**config.mk**
```make
export PLATFORM = sky130hd
export DESIGN_NAME = heat_equation_laplacian_stencil
export DESIGN_NICKNAME = d
export VERILOG_FILES = /design/src/rtl/core/helap_pkg.sv /design/src/rtl/core/helap_scale.sv /design/src/rtl/core/heat_equation_laplacian_stencil.sv
export SDC_FILE = /design/constraint.sdc
export NUM_CORES = 2
export LEC_CHECK = 0
export BUFFER_PORTS_ARGS = -buffer_cell sky130_fd_sc_hd__buf_2
export CORE_ASPECT_RATIO = 1.2
export CORE_MARGIN = 4
export CORE_UTILIZATION = 30
export CTS_CLUSTER_DIAMETER = 100
export DETAILED_ROUTE_END_ITERATION = 12
export GPL_ROUTABILITY_DRIVEN = 0
export PLACE_DENSITY_LB_ADDON = 0.05
export SLEW_MARGIN = 15
export SYNTH_ARGS = -nofsm -noshare
export SYNTH_HDL_FRONTEND = slang
export SYNTH_HIERARCHICAL = 1
export SYNTH_SLANG_ARGS = --single-unit
```
**constraint.sdc**
```tcl
create_clock -name i_clk -period 17.09 [get_ports i_clk]
set_input_delay 4.2725 -clock i_clk [delete_from_list [all_inputs] [get_ports i_clk]]
set_output_delay 4.2725 -clock i_clk [all_outputs]
set_load 0.01 [all_outputs]
```
**src/rtl/core/helap_pkg.sv**
```systemverilog
package helap_pkg;

    localparam int SAMPLE_WIDTH_DEF  = 32;
    localparam int FRACTION_BITS_DEF = 16;

    // unsigned coefficient registers
    localparam int COEF_WIDTH    = 31;
    localparam int CFG_IDX_WIDTH = 2;

    localparam logic [CFG_IDX_WIDTH-1:0] CFG_DIFFUSION_COEF = 2'd0;
    localparam logic [CFG_IDX_WIDTH-1:0] CFG_TWICE_SPACING  = 2'd1;
    localparam logic [CFG_IDX_WIDTH-1:0] CFG_LEFT_NEUMANN   = 2'd2;
    localparam logic [CFG_IDX_WIDTH-1:0] CFG_RIGHT_NEUMANN  = 2'd3;

    localparam logic [COEF_WIDTH-1:0] DIFFUSION_COEF_RST = 31'd65536;
    localparam logic [COEF_WIDTH-1:0] TWICE_SPACING_RST  = 31'd131072;

    typedef enum logic [3:0] {
        ST_IDLE,
        ST_DISP_L,
        ST_WAIT_R1,
        ST_EMIT1,
        ST_WAIT_GL,
        ST_DISP_R,
        ST_WAIT_GR,
        ST_DISP_F,
        ST_WAIT_R2,
        ST_EMIT2
    } t_state;

    typedef enum logic [1:0] {
        MP_IDLE,
        MP_LO,
        MP_HI,
        MP_RND
    } t_mul_phase;

endpackage

```
**src/rtl/core/helap_scale.sv**
```systemverilog
module helap_scale
    import helap_pkg::*;
#(
    parameter int SAMPLE_WIDTH  = SAMPLE_WIDTH_DEF,
    parameter int FRACTION_BITS = FRACTION_BITS_DEF
) (
    input  logic                    i_clk,
    input  logic                    i_rst_n,
    input  logic                    i_start,
    input  logic [COEF_WIDTH-1:0]   i_coef,
    input  logic [SAMPLE_WIDTH+1:0] i_x,
    output logic                    o_done,
    output logic [SAMPLE_WIDTH-1:0] o_result
);

    localparam int SW   = SAMPLE_WIDTH;
    localparam int XW   = SW + 2;
    localparam int MW   = SW + 1;
    localparam int LO_W = (MW + 1) / 2;
    localparam int PW   = COEF_WIDTH + MW;
    localparam int RW   = PW + 1 - FRACTION_BITS;

    localparam logic [RW-1:0] POS_LIM = RW'({1'b0, {(SW-1){1'b1}}});
    localparam logic [RW-1:0] NEG_LIM = POS_LIM + RW'(1);
    localparam logic [SW-1:0] SAT_MAX = {1'b0, {(SW-1){1'b1}}};
    localparam logic [SW-1:0] SAT_MIN = {1'b1, {(SW-1){1'b0}}};
    localparam logic [PW:0]   HALF    = (PW+1)'(1) << (FRACTION_BITS - 1);

    t_mul_phase               r_phase, n_phase;
    logic [COEF_WIDTH-1:0]    r_coef;
    logic [MW-1:0]            r_mag;
    logic                     r_neg;
    logic [PW-1:0]            r_acc;
    logic [SW-1:0]            r_result;
    logic                     r_done;

    logic [XW-1:0]            abs_x;
    logic [LO_W-1:0]          part;
    logic [COEF_WIDTH+LO_W-1:0] pp;
    logic [PW:0]              rnd_sum;
    logic [RW-1:0]            rnd;
    logic [SW-1:0]            sat_val;

    assign abs_x = i_x[XW-1] ? (~i_x + XW'(1)) : i_x;

    // one multiplier, low half of the magnitude then the high half
    assign part = (r_phase == MP_HI) ? LO_W'(r_mag[MW-1:LO_W]) : r_mag[LO_W-1:0];
    assign pp   = r_coef * part;

    // round half away from zero on the magnitude, then clamp by sign
    assign rnd_sum = {1'b0, r_acc} + HALF;
    assign rnd     = rnd_sum[PW:FRACTION_BITS];

    always_comb begin
        if (r_neg) begin
            sat_val = (rnd > NEG_LIM) ? SAT_MIN : (~rnd[SW-1:0] + SW'(1));
        end else begin
            sat_val = (rnd > POS_LIM) ? SAT_MAX : rnd[SW-1:0];
        end
    end

    always_comb begin
        n_phase = r_phase;
        unique case (r_phase)
            MP_IDLE: if (i_start) n_phase = MP_LO;
            MP_LO:   n_phase = MP_HI;
            MP_HI:   n_phase = MP_RND;
            MP_RND:  n_phase = MP_IDLE;
            default: n_phase = MP_IDLE;
        endcase
    end

    always_ff @(posedge i_clk) begin
        if (!i_rst_n) begin
            r_phase <= MP_IDLE;
            r_done  <= 1'b0;
        end else begin
            r_phase <= n_phase;
            r_done  <= (r_phase == MP_RND);
        end
    end

    always_ff @(posedge i_clk) begin
        if (r_phase == MP_IDLE && i_start) begin
            r_coef <= i_coef;
            r_neg  <= i_x[XW-1];
            r_mag  <= abs_x[MW-1:0];
        end
        if (r_phase == MP_LO) begin
            r_acc <= PW'(pp);
        end else if (r_phase == MP_HI) begin
            r_acc <= r_acc + (PW'(pp) << LO_W);
        end
        if (r_phase == MP_RND) begin
            r_result <= sat_val;
        end
    end

    assign o_done   = r_done;
    assign o_result = r_result;

endmodule

```
**src/rtl/core/heat_equation_laplacian_stencil.sv**
```systemverilog
// Three-point Laplacian for a streamed 1D heat equation, signed fixed point.
// Input channel (i_in_valid / o_in_ready) takes one interior sample per
// transaction, first to last, with i_is_last marking the final one; the
// boundary fields are read on the first and last sample of a grid.
// Output channel (o_out_valid / i_out_ready) gives one rate per element:
// an element's rate leaves while its right neighbour is processed, and the
// last sample gives two rates (one for a single-sample grid).
// Items are handled one at a time by a sequencer around one shared scaling
// unit: a product is issued and its result is taken after two half-width
// multiplies, a round/clamp step and a registered done flag.
// o_in_ready is high only while the sequencer is idle. A result waits in
// the output register while the receiver stalls; the sequencer stalls in
// turn only when it has a second result ready to load.
// Reset (synchronous, active low) empties the output, starts a new grid and
// restores the configuration defaults. Configuration is written through
// i_cfg_we / i_cfg_idx / i_cfg_data with no wait.
module heat_equation_laplacian_stencil
    import helap_pkg::*;
#(
    parameter int SAMPLE_WIDTH  = SAMPLE_WIDTH_DEF,
    parameter int FRACTION_BITS = FRACTION_BITS_DEF
) (
    input  logic                     i_clk,
    input  logic                     i_rst_n,
    input  logic                     i_cfg_we,
    input  logic [CFG_IDX_WIDTH-1:0] i_cfg_idx,
    input  logic [COEF_WIDTH-1:0]    i_cfg_data,
    input  logic                     i_in_valid,
    output logic                     o_in_ready,
    input  logic [SAMPLE_WIDTH-1:0]  i_sample,
    input  logic                     i_is_last,
    input  logic [SAMPLE_WIDTH-1:0]  i_left_boundary,
    input  logic [SAMPLE_WIDTH-1:0]  i_right_boundary,
    output logic                     o_out_valid,
    input  logic                     i_out_ready,
    output logic [SAMPLE_WIDTH-1:0]  o_rate,
    output logic                     o_last_of_grid
);

    localparam int SW = SAMPLE_WIDTH;
    localparam int XW = SW + 2;

    function automatic logic [XW-1:0] lap(input logic [SW-1:0] l,
                                          input logic [SW-1:0] m,
                                          input logic [SW-1:0] r);
        logic [XW-1:0] lx, mx, rx;
        lx = {{2{l[SW-1]}}, l};
        mx = {m[SW-1], m, 1'b0};
        rx = {{2{r[SW-1]}}, r};
        return lx - mx + rx;
    endfunction

    function automatic logic [SW-1:0] sat_sum(input logic [SW:0] v);
        if (v[SW] != v[SW-1]) begin
            return v[SW] ? {1'b1, {(SW-1){1'b0}}} : {1'b0, {(SW-1){1'b1}}};
        end
        return v[SW-1:0];
    endfunction

    // configuration
    logic [COEF_WIDTH-1:0] r_coef, r_tspace;
    logic                  r_left_neu, r_right_neu;

    // sequencer
    t_state        r_state, n_state;
    logic [SW-1:0] r_s, r_lb, r_rb;
    logic          r_last;
    logic [SW-1:0] r_left, n_left;
    logic [SW-1:0] r_right, n_right;
    logic [SW-1:0] r_held, n_held;
    logic [SW-1:0] r_left_nb, n_left_nb;
    logic          r_holding, n_holding;

    // output register
    logic          r_out_valid, n_out_valid;
    logic [SW-1:0] r_rate, n_rate;
    logic          r_out_last, n_out_last;

    logic                  mul_start;
    logic [COEF_WIDTH-1:0] mul_coef;
    logic [XW-1:0]         mul_x;
    logic                  mul_done;
    logic [SW-1:0]         mul_result;
    logic                  accept;
    logic                  out_free;

    assign accept   = i_in_valid && o_in_ready;
    assign out_free = !r_out_valid || i_out_ready;

    helap_scale #(
        .SAMPLE_WIDTH  (SAMPLE_WIDTH),
        .FRACTION_BITS (FRACTION_BITS)
    ) u_scale (
        .i_clk    (i_clk),
        .i_rst_n  (i_rst_n),
        .i_start  (mul_start),
        .i_coef   (mul_coef),
        .i_x      (mul_x),
        .o_done   (mul_done),
        .o_result (mul_result)
    );

    always_comb begin
        n_state     = r_state;
        n_left      = r_left;
        n_right     = r_right;
        n_held      = r_held;
        n_left_nb   = r_left_nb;
        n_holding   = r_holding;
        n_out_valid = r_out_valid && !i_out_ready;
        n_rate      = r_rate;
        n_out_last  = r_out_last;
        mul_start   = 1'b0;
        mul_coef    = r_coef;
        mul_x       = lap(r_left, r_s, r_right);

        unique case (r_state)
            ST_IDLE: begin
                if (accept) n_state = ST_DISP_L;
            end
            ST_DISP_L: begin
                priority if (r_holding) begin
                    mul_start = 1'b1;
                    mul_x     = lap(r_left_nb, r_held, r_s);
                    n_state   = ST_WAIT_R1;
                end else if (r_left_neu) begin
                    mul_start = 1'b1;
                    mul_coef  = r_tspace;
                    mul_x     = {{2{r_lb[SW-1]}}, r_lb};
                    n_state   = ST_WAIT_GL;
                end else begin
                    n_left  = r_lb;
                    n_state = ST_DISP_R;
                end
            end
            ST_WAIT_R1: begin
                if (mul_done) n_state = ST_EMIT1;
            end
            ST_EMIT1: begin
                if (out_free) begin
                    n_out_valid = 1'b1;
                    n_rate      = mul_result;
                    n_out_last  = 1'b0;
                    n_left      = r_held;
                    n_state     = ST_DISP_R;
                end
            end
            ST_WAIT_GL: begin
                // left ghost = u - 2dx * slope
                if (mul_done) begin
                    n_left  = sat_sum({r_s[SW-1], r_s} - {mul_result[SW-1], mul_result});
                    n_state = ST_DISP_R;
                end
            end
            ST_DISP_R: begin
                priority if (!r_last) begin
                    n_left_nb = r_left;
                    n_held    = r_s;
                    n_holding = 1'b1;
                    n_state   = ST_IDLE;
                end else if (r_right_neu) begin
                    mul_start = 1'b1;
                    mul_coef  = r_tspace;
                    mul_x     = {{2{r_rb[SW-1]}}, r_rb};
                    n_state   = ST_WAIT_GR;
                end else begin
                    n_right = r_rb;
                    n_state = ST_DISP_F;
                end
            end
            ST_WAIT_GR: begin
                // right ghost = u + 2dx * slope
                if (mul_done) begin
                    n_right = sat_sum({r_s[SW-1], r_s} + {mul_result[SW-1], mul_result});
                    n_state = ST_DISP_F;
                end
            end
            ST_DISP_F: begin
                mul_start = 1'b1;
                n_state   = ST_WAIT_R2;
            end
            ST_WAIT_R2: begin
                if (mul_done) n_state = ST_EMIT2;
            end
            ST_EMIT2: begin
                if (out_free) begin
                    n_out_valid = 1'b1;
                    n_rate      = mul_result;
                    n_out_last  = 1'b1;
                    n_holding   = 1'b0;
                    n_state     = ST_IDLE;
                end
            end
            default: n_state = ST_IDLE;
        endcase
    end

    always_ff @(posedge i_clk) begin
        if (!i_rst_n) begin
            r_state     <= ST_IDLE;
            r_holding   <= 1'b0;
            r_out_valid <= 1'b0;
            r_coef      <= DIFFUSION_COEF_RST;
            r_tspace    <= TWICE_SPACING_RST;
            r_left_neu  <= 1'b0;
            r_right_neu <= 1'b0;
        end else begin
            r_state     <= n_state;
            r_holding   <= n_holding;
            r_out_valid <= n_out_valid;
            if (i_cfg_we) begin
                unique case (i_cfg_idx)
                    CFG_DIFFUSION_COEF: r_coef      <= i_cfg_data;
                    CFG_TWICE_SPACING:  r_tspace    <= i_cfg_data;
                    CFG_LEFT_NEUMANN:   r_left_neu  <= i_cfg_data[0];
                    CFG_RIGHT_NEUMANN:  r_right_neu <= i_cfg_data[0];
                    default: ;
                endcase
            end
        end
    end

    always_ff @(posedge i_clk) begin
        if (accept) begin
            r_s    <= i_sample;
            r_last <= i_is_last;
            r_lb   <= i_left_boundary;
            r_rb   <= i_right_boundary;
        end
        r_left     <= n_left;
        r_right    <= n_right;
        r_held     <= n_held;
        r_left_nb  <= n_left_nb;
        r_rate     <= n_rate;
        r_out_last <= n_out_last;
    end

    assign o_in_ready     = (r_state == ST_IDLE);
    assign o_out_valid    = r_out_valid;
    assign o_rate         = r_rate;
    assign o_last_of_grid = r_out_last;

endmodule
```
==> key figures <==
Finish
  • Register Area: 13400 um2
  • Biggest register: u_scale/r_acc
  • Multi-input gate area: 32500 um2
  • Largest registers: u_scale/r_acc (49), u_scale/r_mag (33)
  • Synthesis-to-layout area growth: 9.72%
  • # fillers: 17633
  • Nets: 6513
  • Max reg flops: 49
  • Layout cell share with drive strength beyond 1: 9.01%

Timing
  • Fin crit period: 10620 ps
  • Final Setup Violations: 0
  • RSZ-0062 raised after global routing: false
  • Setup TNS: 0 ps
  • F_max: 94.2 MHz
  • Fin crit share: 62.1%
  • Slew @ Worst Pin: 1120 ps
  • Clock skew: 47.2 ps
  • Final Hold Fails: 0
  • Max-slew violations: 0
  • Headroom to the max-slew limit: 24.8%

Clocking
  • TritonCTS clock tree: yes
  • CTS buffer count: 59
  • Clk_lat worst skew: 700 ps
  • Clk root buf: clkbuf_16
  • Setup Buffers After CTS: 0
  • Resized Gates After CTS: 0
  • CTS H-Tree Depth: 2
  • # hold bufs at CTS: 0
  • Clock transition at path regs: 60 ps
  • Max clock buf depth: 3
  • Total clock sinks: 477

Synthesis
  • Synth unique cells: 113
  • Post-synth EDFFs: 388
  • Post-synth top flop: edfxtp_1
  • Register area share after synthesis: 26.6%
  • Syn Area/Cell: 9.10 um2
  • Mapped Nets: 6491
  • Fraction of registers with async set or reset after synthesis: 0%
  • Register bit count reported by yosys: 477
  • Mapped cell area: 50500 um2
  • Synth warn: 6
  • Mapped Cells: 5546

Floorplanning
  • Die X-Extent: 382 um
  • I/O pin count: 170
  • Initial Util: 30.3%
  • Die span in y: 457 um
  • Full die area: 175000 um2
  • Core ar.: 167000 um2
  • Rows: 164

Routing
  • DR iter-0 viols: 2193
  • Total Wirelength: 187000 um
  • Final antenna-violating net count: 0
  • Vias: 39499
  • Average vias per placed instance: 5.02
  • DRC Markers: 0
  • Pre-antenna DRT Iters: 5
  • Avg WL per Cell: 23.8 um

Place
  • Port-buffer cells: 169
  • DPL Wire Length: 149000 um

Worst setup path
  • Crit path max fanout: 31
  • Crit. End Element: flip-flop
  • Critical path type: reg2reg
  • Worst EP required: 17660 ps
  • Buf+Inv Stages, Crit Path: 4
  • CP top delay family: adder cells
  • CP max stage delay: 750 ps
  • Most frequent CP cell: fa_1
  • Arr. time, crit path: 11190 ps
  • CP Launch Type: flip-flop
  • R2R Setup Slk: 6470 ps
  • CP max stage cell: mux2_2

GRT
  • Number of global-route vias before repair: 41370
  • Gr ovfl total: 0
  • Total GRT Usage: 21.2%
  • Largest net degree at the start of global routing: 74
  • Global-route wire length before repair: 278000 um
  • Initial antenna violation count: 7

Flow run
  • Max_cap viols: 0

Outcome
  • Status: finished, final reports clean

Hold path
  • HP Class: reg2reg
-- cell type report --
| cell class | instances | area share (%) |
|---|---|---|
| clock inverter | 43 | 0.660 |
| antenna | 2 | 0.00904 |
| sequential | 477 | 24.3 |
| timing repair buffer | 228 | 2.33 |
| tap | 2241 | 5.06 |
| multi-input combinational | 3890 | 58.7 |
| inverter | 912 | 6.18 |
| clock buffer | 68 | 2.76 |
-- path summary, 6_finish.rpt --
check                     start                end  cells past startpoint
max          u_scale/r_phase[0]  u_scale/r_acc[63]                     32
min                  r_left[20]      r_left_nb[20]                      0
max reg2reg  u_scale/r_phase[0]  u_scale/r_acc[63]                     32
min reg2reg          r_left[20]      r_left_nb[20]                      0
-- metrics by stage --
| step | utilization, % | cells | instance area (um2) | hold WS [ps] | worst slack (ps) |
|---|---|---|---|---|---|
| final | 33.2 | 7861 | 55400 | 453 | 6470 |
| after CTS | 33.2 | 7859 | 55400 | 450 | 6420 |
| after floorplan | - | 5546 | 50500 | 426 | 7640 |
| after detailed placement | 32.1 | 7748 | 53500 | 436 | 6440 |
| after global placement | 32.1 | 7748 | 53500 | 433 | 6600 |
| after global routing | 33.2 | 7860 | 55400 | 458 | 5910 |
-- cell usage in the layout (no fill, tap or decap), types with 20 or more instances in the layout --
cell type  instances
a211oi_1          31
a211oi_2          23
a21boi_0          72
a21o_1           104
a21oi_1          254
a22oi_1           46
a31oi_1           31
and2_1           190
and3_1            36
buf_2            169
buf_4             59
clkbuf_16         59
dfxtp_1           89
edfxtp_1         388
fa_1             501
ha_1             306
inv_1            907
mux2_2            64
mux2i_1           20
nand2_1          713
nand2b_1          38
nand3_1           71
nand4_1           53
nor2_1           280
nor2b_1           38
nor3_1            71
o211ai_1          24
o21a_1            41
o21ai_0          218
o21bai_1          28
o22ai_1           24
o31ai_1           26
or3_1             27
xnor2_1          185
xor2_1            84
-- layer usage --
layer | vias to the layer above | global-route usage (%) | share of wire, %
met4 | 0 | 6.78 | 3.6
met3 | 210 | 1.50 | 2.5
met5 | - | 0 | 0
li1 | 18437 | - | -
met1 | 20126 | 25.1 | 40
met2 | 726 | 40.2 | 53
-- worst register-to-register path: cells and delay by family, from the launching register on --
family,cells,cell delay (ps)
xor gates and xnor gates,1,160
AOI/OAI and AO/OA,11,3130
and+or+nand+nor,4,770
muxes,3,1350
DFF,1,340
adders and majority gates,9,4490
buffers and inverters,4,280
-- kinds of logic after synthesis --
| logic type | synth area share, % |
|---|---|
| DFF | 26.6 |
| buffers and inverters | 9.12 |
| xor gates and xnor gates | 4.72 |
| muxes | 1.85 |
| and+or+nand+nor | 15.4 |
| AOI/OAI and AO/OA | 14.7 |
| adders and majority gates | 27.6 |
-- synth_stat cells (17+ instances only) --
cell / instances / area [um2]
xor2_1: 85 / 744
buf_1: 26 / 97.6
o21a_1: 41 / 308
nor2b_1: 39 / 244
mux2i_1: 20 / 200
mux2_2: 64 / 721
a21oi_1: 256 / 1280
a21boi_0: 72 / 541
a211oi_1: 31 / 233
nand3_1: 71 / 355
xnor2_1: 185 / 1620
o21ai_0: 220 / 1100
and3_1: 37 / 231
nor2_1: 282 / 1060
nand2b_1: 38 / 238
o211ai_1: 24 / 180
clkbuf_1: 203 / 762
a22oi_1: 46 / 345
nand2_1: 713 / 2680
nand4_1: 53 / 332
edfxtp_1: 388 / 11700
a211oi_2: 23 / 288
ha_1: 309 / 3870
a21o_1: 104 / 781
fa_1: 501 / 10000
o31ai_1: 26 / 195
nor3_1: 73 / 365
or3_1: 27 / 169
o22ai_1: 24 / 150
a31oi_1: 31 / 194
dfxtp_1: 89 / 1780
inv_1: 907 / 3400
nor4_1: 17 / 106
o21bai_1: 28 / 210
and2_1: 192 / 1200
Power is not shown: default switching activity piles up to over one toggle a cycle in this logic, so the estimate is an artifact.
